$ cat src/rtl/core/sha_pkg.sv
// Package for the SHA-256 message hasher: types, constants, round functions.
`default_nettype none
package sha_pkg;

  localparam int WORD_W = 32;
  localparam int BLK_DEPTH = 16;
  localparam int CV_DEPTH = 8;

  typedef struct packed {
    logic [7:0] data_byte;
    logic       byte_present;
    logic       last_byte;
  } in_item_t;

  typedef struct packed {
    logic [31:0] digest_word;
    logic [2:0]  word_number;
    logic        final_word;
  } out_item_t;

  typedef enum logic [3:0] {
    ST_IDLE,
    ST_BYTE_RD,
    ST_BYTE_WR,
    ST_PAD,
    ST_LEN_HI,
    ST_LEN_LO,
    ST_CV_LOAD,
    ST_ROUND,
    ST_ROUND_LAST,
    ST_CV_ADD,
    ST_EMIT
  } state_t;

  // what follows a compression
  typedef enum logic [1:0] {
    AFT_IDLE,
    AFT_PAD,
    AFT_LEN
  } after_t;

  localparam logic [31:0] INIT_HASH [8] = '{
    32'h6a09e667, 32'hbb67ae85, 32'h3c6ef372, 32'ha54ff53a,
    32'h510e527f, 32'h9b05688c, 32'h1f83d9ab, 32'h5be0cd19
  };

  localparam logic [31:0] ROUND_K [64] = '{
    32'h428a2f98, 32'h71374491, 32'hb5c0fbcf, 32'he9b5dba5, 32'h3956c25b, 32'h59f111f1,
    32'h923f82a4, 32'hab1c5ed5, 32'hd807aa98, 32'h12835b01, 32'h243185be, 32'h550c7dc3,
    32'h72be5d74, 32'h80deb1fe, 32'h9bdc06a7, 32'hc19bf174, 32'he49b69c1, 32'hefbe4786,
    32'h0fc19dc6, 32'h240ca1cc, 32'h2de92c6f, 32'h4a7484aa, 32'h5cb0a9dc, 32'h76f988da,
    32'h983e5152, 32'ha831c66d, 32'hb00327c8, 32'hbf597fc7, 32'hc6e00bf3, 32'hd5a79147,
    32'h06ca6351, 32'h14292967, 32'h27b70a85, 32'h2e1b2138, 32'h4d2c6dfc, 32'h53380d13,
    32'h650a7354, 32'h766a0abb, 32'h81c2c92e, 32'h92722c85, 32'ha2bfe8a1, 32'ha81a664b,
    32'hc24b8b70, 32'hc76c51a3, 32'hd192e819, 32'hd6990624, 32'hf40e3585, 32'h106aa070,
    32'h19a4c116, 32'h1e376c08, 32'h2748774c, 32'h34b0bcb5, 32'h391c0cb3, 32'h4ed8aa4a,
    32'h5b9cca4f, 32'h682e6ff3, 32'h748f82ee, 32'h78a5636f, 32'h84c87814, 32'h8cc70208,
    32'h90befffa, 32'ha4506ceb, 32'hbef9a3f7, 32'hc67178f2
  };

  localparam logic [7:0] PAD_BYTE = 8'h80;

  function automatic logic [31:0] rotr(input logic [31:0] x, input int n);
    rotr = (x >> n) | (x << (32 - n));
  endfunction

  function automatic logic [31:0] ssig0(input logic [31:0] x);
    ssig0 = rotr(x, 7) ^ rotr(x, 18) ^ (x >> 3);
  endfunction

  function automatic logic [31:0] ssig1(input logic [31:0] x);
    ssig1 = rotr(x, 17) ^ rotr(x, 19) ^ (x >> 10);
  endfunction

  function automatic logic [31:0] bsig0(input logic [31:0] x);
    bsig0 = rotr(x, 2) ^ rotr(x, 13) ^ rotr(x, 22);
  endfunction

  function automatic logic [31:0] bsig1(input logic [31:0] x);
    bsig1 = rotr(x, 6) ^ rotr(x, 11) ^ rotr(x, 25);
  endfunction

endpackage
`default_nettype wire

$ cat src/rtl/core/sha_ram.sv
// Generic single-port-write, single-read RAM with registered read data.
`default_nettype none
module sha_ram #(
  parameter int WIDTH = 32,
  parameter int DEPTH = 16
) (
  input  wire logic                     clk,
  input  wire logic                     we,
  input  wire logic [$clog2(DEPTH)-1:0] waddr,
  input  wire logic [WIDTH-1:0]         wdata,
  input  wire logic [$clog2(DEPTH)-1:0] raddr,
  output logic      [WIDTH-1:0]         rdata
);

  logic [WIDTH-1:0] mem [DEPTH];

  always_ff @(posedge clk) begin
    if (we) begin
      mem[waddr] <= wdata;
    end
    rdata <= mem[raddr];
  end

endmodule
`default_nettype wire

$ cat src/rtl/core/sha_round.sv
// Compression datapath: rolling 16-word schedule window and round variables.
`default_nettype none
module sha_round (
  input  wire logic        clk,
  input  wire logic        load_w,
  input  wire logic [31:0] w_in,
  input  wire logic        load_v,
  input  wire logic [31:0] v_in,
  input  wire logic        step,
  input  wire logic [5:0]  rnd,
  input  wire logic [2:0]  rd_idx,
  output logic      [31:0] v_out
);

  logic [31:0] w [16];
  logic [31:0] v [8];
  logic [31:0] w_new, t1, t2;

  always_comb begin
    w_new = sha_pkg::ssig1(w[14]) + w[9] + sha_pkg::ssig0(w[1]) + w[0];
    t1 = v[7] + sha_pkg::bsig1(v[4]) + ((v[4] & v[5]) ^ (~v[4] & v[6]))
         + sha_pkg::ROUND_K[rnd] + w[0];
    t2 = sha_pkg::bsig0(v[0]) + ((v[0] & v[1]) ^ (v[0] & v[2]) ^ (v[1] & v[2]));
  end

  assign v_out = v[rd_idx];

  // window shifts one word per round; w[0] is the word for the current round
  always_ff @(posedge clk) begin
    if (load_w || step) begin
      for (int i = 0; i < 15; i++) begin
        w[i] <= w[i+1];
      end
      w[15] <= load_w ? w_in : w_new;
    end
    // loads go in order 0..7 through the shift
    if (load_v) begin
      for (int i = 0; i < 7; i++) begin
        v[i] <= v[i+1];
      end
      v[7] <= v_in;
    end else if (step) begin
      v[7] <= v[6];
      v[6] <= v[5];
      v[5] <= v[4];
      v[4] <= v[3] + t1;
      v[3] <= v[2];
      v[2] <= v[1];
      v[1] <= v[0];
      v[0] <= t1 + t2;
    end
  end

endmodule
`default_nettype wire

$ cat src/rtl/core/sha256_message_hasher.sv
// Top level of the streaming SHA-256 message hasher.
`default_nettype none
// Streaming SHA-256. At most one message byte per input transaction; a
// transaction with last_byte set pads the message and returns the eight
// digest words as eight output transactions, then the hasher restarts.
// Block words live in a 16x32 RAM (read-modify-write per byte), chaining
// words in an 8x32 RAM. Each byte is accepted, read and written back before
// the next is taken. A full block is then compressed: the schedule window
// and round variables are loaded, 64 rounds run at one per cycle, then a
// settle state and the chain update follow. Finishing adds zero fill, the
// two length words, one or two compressions and the output (each digest
// word is read, then offered until taken, so an output stall holds it).
module sha256_message_hasher (
  input  wire logic              clk,
  input  wire logic              rst,
  input  wire sha_pkg::in_item_t in_data,
  input  wire logic              in_valid,
  output logic                   in_ready,
  output sha_pkg::out_item_t     out_data,
  output logic                   out_valid,
  input  wire logic              out_ready
);

  localparam int BA = $clog2(sha_pkg::BLK_DEPTH);
  localparam int CA = $clog2(sha_pkg::CV_DEPTH);

  sha_pkg::state_t state, state_next;
  sha_pkg::in_item_t item;
  logic [63:0] message_bits;
  logic [5:0]  fill_position;
  logic [6:0]  cnt;
  logic        fin, pad_two, cv_valid;
  sha_pkg::after_t after;

  logic          b_we;
  logic [BA-1:0] b_wa, b_ra;
  logic [31:0]   b_wd, b_rd;
  logic          c_we;
  logic [CA-1:0] c_wa, c_ra;
  logic [31:0]   c_wd, c_rd, c_val;
  logic [2:0]    iv_idx;
  logic          load_w, load_v, step;
  logic [31:0]   v_out;

  sha_ram #(.WIDTH(sha_pkg::WORD_W), .DEPTH(sha_pkg::BLK_DEPTH)) u_blk (
    .clk(clk), .we(b_we), .waddr(b_wa), .wdata(b_wd), .raddr(b_ra), .rdata(b_rd));
  sha_ram #(.WIDTH(sha_pkg::WORD_W), .DEPTH(sha_pkg::CV_DEPTH)) u_cv (
    .clk(clk), .we(c_we), .waddr(c_wa), .wdata(c_wd), .raddr(c_ra), .rdata(c_rd));

  sha_round u_round (
    .clk(clk), .load_w(load_w), .w_in(b_rd), .load_v(load_v),
    .v_in(c_val), .step(step), .rnd(cnt[5:0]), .rd_idx(cnt[3:1]), .v_out(v_out));

  // chain RAM reads as the initial values until the first compression writes it
  assign iv_idx = (state == sha_pkg::ST_CV_ADD) ? cnt[3:1] : cnt[2:0] - 3'd1;
  assign c_val = cv_valid ? c_rd : sha_pkg::INIT_HASH[iv_idx];

  logic [1:0]  bsel;
  logic [31:0] bmask, bval;
  always_comb begin
    bsel  = fill_position[1:0];
    bmask = 32'hff << ((3 - bsel) * 8);
    bval  = {24'd0, (fin ? sha_pkg::PAD_BYTE : item.data_byte)} << ((3 - bsel) * 8);
  end

  always_comb begin
    state_next = state;
    in_ready = 1'b0;
    b_we = 1'b0; b_wa = fill_position[5:2]; b_wd = (b_rd & ~bmask) | bval;
    b_ra = fill_position[5:2];
    c_we = 1'b0; c_wa = cnt[CA-1:0]; c_wd = c_val + v_out; c_ra = cnt[CA-1:0];
    load_w = 1'b0; load_v = 1'b0; step = 1'b0;
    out_valid = 1'b0;
    out_data.digest_word = c_rd;
    out_data.word_number = cnt[2:0];
    out_data.final_word  = (cnt[2:0] == 3'd7);
    case (state)
      sha_pkg::ST_IDLE: begin
        in_ready = 1'b1;
        if (in_valid) begin
          if (in_data.byte_present) state_next = sha_pkg::ST_BYTE_RD;
          else if (in_data.last_byte) state_next = sha_pkg::ST_BYTE_RD;
        end
      end
      sha_pkg::ST_BYTE_RD: state_next = sha_pkg::ST_BYTE_WR;
      sha_pkg::ST_BYTE_WR: begin
        b_we = 1'b1;
        if (fin) b_wd = b_rd & ~(32'hffffffff >> (bsel * 8)) | bval;
        if (fin) state_next = sha_pkg::ST_PAD;
        else if (fill_position == 6'd63) state_next = sha_pkg::ST_CV_LOAD;
        else if (item.last_byte) state_next = sha_pkg::ST_BYTE_RD;
        else state_next = sha_pkg::ST_IDLE;
      end
      sha_pkg::ST_PAD: begin
        // zero the words after the pad byte's word (all, in a second block)
        b_we = 1'b1; b_wa = cnt[BA-1:0]; b_wd = '0;
        if (!pad_two && cnt[3:0] == 4'd14) state_next = sha_pkg::ST_LEN_HI;
        else if (cnt[3:0] == 4'd15) state_next = sha_pkg::ST_CV_LOAD;
        if (cnt[3:0] <= fill_position[5:2] && !(after == sha_pkg::AFT_LEN)) b_we = 1'b0;
      end
      sha_pkg::ST_LEN_HI: begin
        b_we = 1'b1; b_wa = 4'd14; b_wd = message_bits[63:32];
        state_next = sha_pkg::ST_LEN_LO;
      end
      sha_pkg::ST_LEN_LO: begin
        b_we = 1'b1; b_wa = 4'd15; b_wd = message_bits[31:0];
        state_next = sha_pkg::ST_CV_LOAD;
      end
      sha_pkg::ST_CV_LOAD: begin
        // cnt 1..16: block words into window; 1..8: chain words into vars
        b_ra = cnt[BA-1:0];
        c_ra = cnt[CA-1:0];
        load_w = (cnt != 7'd0) && (cnt <= 7'd16);
        load_v = (cnt != 7'd0) && (cnt <= 7'd8);
        if (cnt == 7'd16) state_next = sha_pkg::ST_ROUND;
      end
      sha_pkg::ST_ROUND: begin
        step = 1'b1;
        if (cnt == 7'd63) state_next = sha_pkg::ST_ROUND_LAST;
      end
      sha_pkg::ST_ROUND_LAST: state_next = sha_pkg::ST_CV_ADD;
      sha_pkg::ST_CV_ADD: begin
        // read addr at even cnt, write at odd
        c_ra = cnt[3:1]; c_wa = cnt[3:1];
        c_we = cnt[0];
        if (cnt == 7'd15) begin
          if (after == sha_pkg::AFT_IDLE) state_next = sha_pkg::ST_IDLE;
          // a last byte that filled the block still needs its pad byte
          else if (after == sha_pkg::AFT_PAD)
            state_next = pad_two ? sha_pkg::ST_PAD : sha_pkg::ST_BYTE_RD;
          else state_next = sha_pkg::ST_EMIT;
        end
      end
      sha_pkg::ST_EMIT: begin
        c_ra = cnt[2:0];
        out_valid = cnt[3];
        if (out_valid && out_ready && cnt[2:0] == 3'd7) state_next = sha_pkg::ST_IDLE;
      end
      default: state_next = sha_pkg::ST_IDLE;
    endcase
  end

  always_ff @(posedge clk) begin
    if (rst) begin
      state <= sha_pkg::ST_IDLE;
      message_bits <= '0; fill_position <= '0; cnt <= '0;
      fin <= 1'b0; pad_two <= 1'b0; cv_valid <= 1'b0; after <= sha_pkg::AFT_IDLE;
    end else begin
      state <= state_next;
      case (state)
        sha_pkg::ST_IDLE: begin
          cnt <= '0;
          if (in_valid && (in_data.byte_present || in_data.last_byte)) begin
            item <= in_data;
            fin <= !in_data.byte_present;
          end
        end
        sha_pkg::ST_BYTE_WR: begin
          cnt <= '0;
          if (fin) begin
            pad_two <= fill_position >= 6'd56;
            after <= (fill_position >= 6'd56) ? sha_pkg::AFT_PAD : sha_pkg::AFT_LEN;
            cnt <= {3'd0, fill_position[5:2] + 4'd1};
          end else begin
            message_bits <= message_bits + 64'd8;
            fill_position <= fill_position + 6'd1;
            after <= sha_pkg::AFT_IDLE;
            if (item.last_byte && fill_position != 6'd63) fin <= 1'b1;
            if (item.last_byte && fill_position == 6'd63) begin
              // pad goes in a fresh block after this compression
              fin <= 1'b1;
              after <= sha_pkg::AFT_PAD;
            end
          end
        end
        sha_pkg::ST_PAD: begin
          cnt <= cnt + 7'd1;
          if (state_next != sha_pkg::ST_PAD) cnt <= '0;
        end
        sha_pkg::ST_CV_LOAD: begin
          cnt <= (cnt == 7'd16) ? 7'd0 : cnt + 7'd1;
        end
        sha_pkg::ST_ROUND: cnt <= cnt + 7'd1;
        sha_pkg::ST_ROUND_LAST: cnt <= '0;
        sha_pkg::ST_CV_ADD: begin
          cnt <= cnt + 7'd1;
          if (cnt == 7'd15) begin
            cv_valid <= 1'b1;
            cnt <= '0;
            if (after == sha_pkg::AFT_PAD) begin
              after <= sha_pkg::AFT_LEN; pad_two <= 1'b0;
            end
          end
        end
        sha_pkg::ST_EMIT: begin
          if (!cnt[3]) cnt <= {3'd0, 1'b1, cnt[2:0]};
          else if (out_ready) begin
            cnt <= {4'd0, cnt[2:0] + 3'd1};
            if (cnt[2:0] == 3'd7) begin
              message_bits <= '0; fill_position <= '0; fin <= 1'b0;
              cv_valid <= 1'b0; after <= sha_pkg::AFT_IDLE; cnt <= '0;
            end
          end
        end
        default: ;
      endcase
    end
  end

  assert property (@(posedge clk) disable iff (rst)
    out_valid |-> state == sha_pkg::ST_EMIT)
    else $error("output valid outside emit");
  assert property (@(posedge clk) disable iff (rst)
    in_ready |-> !out_valid)
    else $error("input taken while digest pending");
  assert property (@(posedge clk) disable iff (rst)
    step |-> !load_w)
    else $error("schedule load during rounds");
  assert property (@(posedge clk) disable iff (rst)
    (out_valid && out_ready && out_data.final_word) |=> state == sha_pkg::ST_IDLE)
    else $error("no restart after final word");

endmodule
`default_nettype wire

$ cat config.mk
export PLATFORM = sky130hd
export DESIGN_NAME = sha256_message_hasher
export DESIGN_NICKNAME = d
export VERILOG_FILES = /design/src/rtl/core/sha_pkg.sv /design/src/rtl/core/sha_ram.sv /design/src/rtl/core/sha_round.sv /design/src/rtl/core/sha256_message_hasher.sv
export SDC_FILE = /design/constraint.sdc
export NUM_CORES = 2
export LEC_CHECK = 0
export BUFFER_PORTS_ARGS = -buffer_cell sky130_fd_sc_hd__clkbuf_2
export CAP_MARGIN = 20
export CELL_PAD_IN_SITES_DETAIL_PLACEMENT = 0
export CELL_PAD_IN_SITES_GLOBAL_PLACEMENT = 1
export CORE_UTILIZATION = 40
export DETAILED_ROUTE_END_ITERATION = 12
export PLACE_DENSITY = 0.65
export SKIP_LAST_GASP = 1
export SYNTH_ARGS = -nofsm -noshare
export SYNTH_HDL_FRONTEND = slang
export SYNTH_SLANG_ARGS = --single-unit
$ cat constraint.sdc
create_clock -name clk -period 49.2 [get_ports clk]
set_clock_uncertainty 0.05 [all_clocks]
set_input_delay 7.38 -clock clk [delete_from_list [all_inputs] [get_ports clk]]
set_output_delay 7.38 -clock clk [all_outputs]
set_load 0.02 [all_outputs]
==> run_results.csv <==
group,metric,value,unit
timing,setup_viol,0,
clocking,cts_max_level,4,
clocking,path_clk_slew,0.06,ns
final_layout,drive_gt1_share,11.4,%
power,ir_worst_vdd,0.0371,mV
synthesis,synth.area.top_cells,"edfxtp_1 (56%), mux4_2 (5.3%), nand2_1 (5.2%), fa_1 (4.6%), dfxtp_1 (3.6%)",
clocking,worstSkewPairLatency,0.88,ns
final_layout,fin_util,45.1,%
clocking,clk_path_buf_depth,3,
power,p_leak,32.5,nW
floorplanning,dieArea,208000,µm²
placed_design,hpwl,168000,µm
power,seqPwrFrac,39.8,%
grt,overflow,0,
synthesis,synthCells,6484,
routing,ant_nets,0,
synthesis,synth_ff_type,"edfxtp_1",
synthesis,syn_area_per_cell,12.7,µm²
clocking,cts-root-buf,"clkbuf_16",
timing,fin_crit,10.69,ns
grt,grt_pass1_wl,356000,µm
routing,routedWlPerCell,26.5,µm
power,switchingPower,1.27,mW
placed_design,numPortBuffers,51,
clocking,ctsResizeCount,0,
routing,drc_errors,0,
grt,grt_pass1_vias,50600,
power,clkPwrFrac,34.9,%
final_layout,nFillCells,18500,
synthesis,yosysSeqAreaShare,59.7,%
routing,drt_iter0_drc,5444,
power,p_int,2.80,mW
grt,grt_max_degree,204,
worst_setup_path,r2r_cells,31,
timing,maxSlewHeadroom,16.6,%
power,switching_share,31.1,%
worst_setup_path,cp.arrival,3.26,ns
synthesis,synth_fp_nets,6877,
routing,drt_pass1_iterations,6,
worst_setup_path,r2r-end,"u_round.v[0][31]$_DFFE_PP_",
timing,max_freq,0.0935,GHz
clocking,cts_setup_buffers,0,
floorplanning,die_w,456,µm
floorplanning,start_util,40.3,%
floorplanning,io_pins,52,
grt,grt_antenna_before_repair,5,
status,status,"finished, final reports clean",
min_path,hold_path.class,"reg2reg",
final_layout,nNetsFinal,6861,
power,p_comb_share,25.3,%
clocking,cts_sinks,1692,
worst_setup_path,critPathCaptureType,"primary output",
placed_design,gp_congestion,0.933,
worst_setup_path,crit_type,"reg2out",
routing,viasPerCell,5.60,
power,powerDensity,44.1,nW/µm²
floorplanning,die_h,456,µm
job,cap_viol_max_count,0,
timing,fin_tns_setup,0,ns
min_path,hold_start,"u_round.w[0][70]$_DFFE_PP_",
timing,fin_crit_sh,21.7,%
worst_setup_path,required,41.77,ns
floorplanning,rows,166,
routing,num_vias,52200,
final_layout,area_growth,11.8,%
routing,drt_wl_total,246000,µm
synthesis,async_flop_share,0,%
synthesis,synth_seq_cells,1692,
grt,grt_util_all_layers,23.4,%
worst_setup_path,cp-start-kind,"register",
min_path,hold_depth,0,
synthesis,netlist_area,82600,µm²
clocking,numCtsBuffers,183,
timing,tightestPinTransition,1.25,ns
synthesis,synth_top_area_share,56.2,%
synthesis,yosysWarnings,0,
worst_setup_path,r2r_slack,38.56,ns
synthesis,ys_types,90,
min_path,min_to,"u_round.w[0][38]$_DFFE_PP_",
clocking,cts_tree,"yes",
floorplanning,coreArea,205000,µm²
synthesis,synth_edf_count,1545,
timing,hold_viol,0,
timing,slew_viol_final,0,
synthesis,yosysTopAreaCell,"edfxtp_1",
worst_setup_path,r2r-start,"cnt[1]$_SDFFE_PP0P_",
worst_setup_path,crit_fanout,38,
clocking,cts_hold_buf,0,
timing,rsz0062_at_grt,"false",
-- cells by family after synthesis --
kind of cell,synth area share [%]
compound gates,9.07
xor+xnor,4.77
fa+ha+maj,7.72
buf+inv,2.80
flops,59.7
mux,6.38
simple gates,9.53
-- cell usage after synthesis (all sizes together), types with 12 or more instances --
cell	number
a21oi	409
o22ai	35
nand3	63
o311ai	13
inv	241
nand4	19
a211oi	71
buf	63
and2	52
nand2	1152
o31ai	12
or4	33
a22oi	69
nor3	61
nand2b	29
nor2	285
o21bai	25
a31oi	62
ha	191
or3	24
mux2	40
dfxtp	147
o21a	20
maj3	22
and3	31
o211ai	27
xnor2	330
fa	188
o21ai	297
a21o	80
clkbuf	296
nor2b	35
edfxtp	1545
mux2i	47
xor2	120
mux4	193
-- state kept, by name, indices dropped and copies added (netlist names), 2 cells and up --
register and flops:
item 9, u_round.w 512, u_cv.mem 256, cnt 7, u_cv.rdata 32, after 2
fill_position 6, u_blk.rdata 32, message_bits 61, u_round.v 256, u_blk.mem 512, state 4
-- cell type report --
class	count	area [µm²]	share of cell area, %
antenna	2	5.00	0.00542
clock buffer	232	4830	5.24
clock inverter	110	1440	1.56
inverter	244	916	0.992
multi-input combinational	4189	31300	33.9
sequential	1692	49400	53.5
tap	2688	3360	3.64
timing repair buffer	158	1130	1.22
-- metal layers --
| layer | track usage (%) | part of all wire [%] |
|---|---|---|
| met2 | 36.1 | 46 |
| met3 | 3.37 | 5.9 |
| met1 | 32.7 | 44 |
| met5 | 0 | 0 |
| met4 | 10.3 | 4.6 |
-- cell usage in the layout, fill, tap and decap left out, types with 35 or more instances in the layout --
cell type	netlist	layout
a211oi_1	71	71
a21o_1	80	79
a21oi_1	409	408
a22oi_1	69	69
a31oi_1	62	61
and2_1	51	50
buf_4	3	101
clkbuf_1	296	42
clkbuf_16	0	183
clkbuf_2	0	51
clkinv_2	0	36
dfxtp_1	147	141
edfxtp_1	1545	1545
fa_1	188	188
ha_1	191	191
inv_1	238	237
mux2_2	39	39
mux2i_1	47	43
mux4_2	193	193
nand2_1	1149	1147
nand3_1	62	61
nor2_1	282	257
nor2b_1	35	35
nor3_1	59	56
o21ai_0	249	245
o21ai_1	48	50
o22ai_1	35	35
xnor2_1	330	330
xor2_1	120	120
-- stage by stage --
stage | power [mW] | hold WS (ns) | setup slack (ns) | cells | area (µm²)
2_1_floorplan | 2.37 | 0.350 | 28.06 | 6484 | 82600
3_3_place_gp | 2.66 | 0.350 | 38.66 | 8968 | 86000
3_5_place_dp | 2.66 | 0.355 | 38.67 | 8969 | 86000
4_1_cts | 4.09 | 0.310 | 38.46 | 9311 | 92300
5_1_grt | 4.25 | 0.331 | 37.92 | 9314 | 92300
6_report | 4.07 | 0.311 | 38.51 | 9315 | 92300
-- worst max-delay path by stage --
stage	slack, ns	endpoint	cells after the start	start
final	38.51	out_data[0]	4	cnt[1]$_SDFFE_PP0P_
after global routing	37.92	u_round.v[0][31]$_DFFE_PP_	31	cnt[1]$_SDFFE_PP0P_
after CTS	38.46	out_data[0]	4	cnt[1]$_SDFFE_PP0P_
after detailed placement	38.67	u_round.v[0][31]$_DFFE_PP_	31	cnt[1]$_SDFFE_PP0P_
after global placement	38.66	u_round.v[0][31]$_DFFE_PP_	31	cnt[1]$_SDFFE_PP0P_
after floorplan	28.06	u_round.v[0][0]$_DFFE_PP_	9	cnt[0]$_SDFFE_PP0P_
-- worst max-delay path, stage by stage, from the launching register on --
cell	delay, ns
dfxtp_4	0.81
ha_1	0.56
buf_4	0.29
ha_1	0.42
clkbuf_2	0.29
-- power by group through the flow --
stage,Sequential (mW),Combinational (mW),Clock (mW)
3_3_place_gp,1.65,1.01,0
6_report,1.62,1.03,1.42
4_1_cts,1.62,1.02,1.45
2_1_floorplan,1.65,0.726,0
3_5_place_dp,1.65,1.01,0
5_1_grt,1.62,1.13,1.50
No activity file was read; power rests on OpenSTA's default activity.
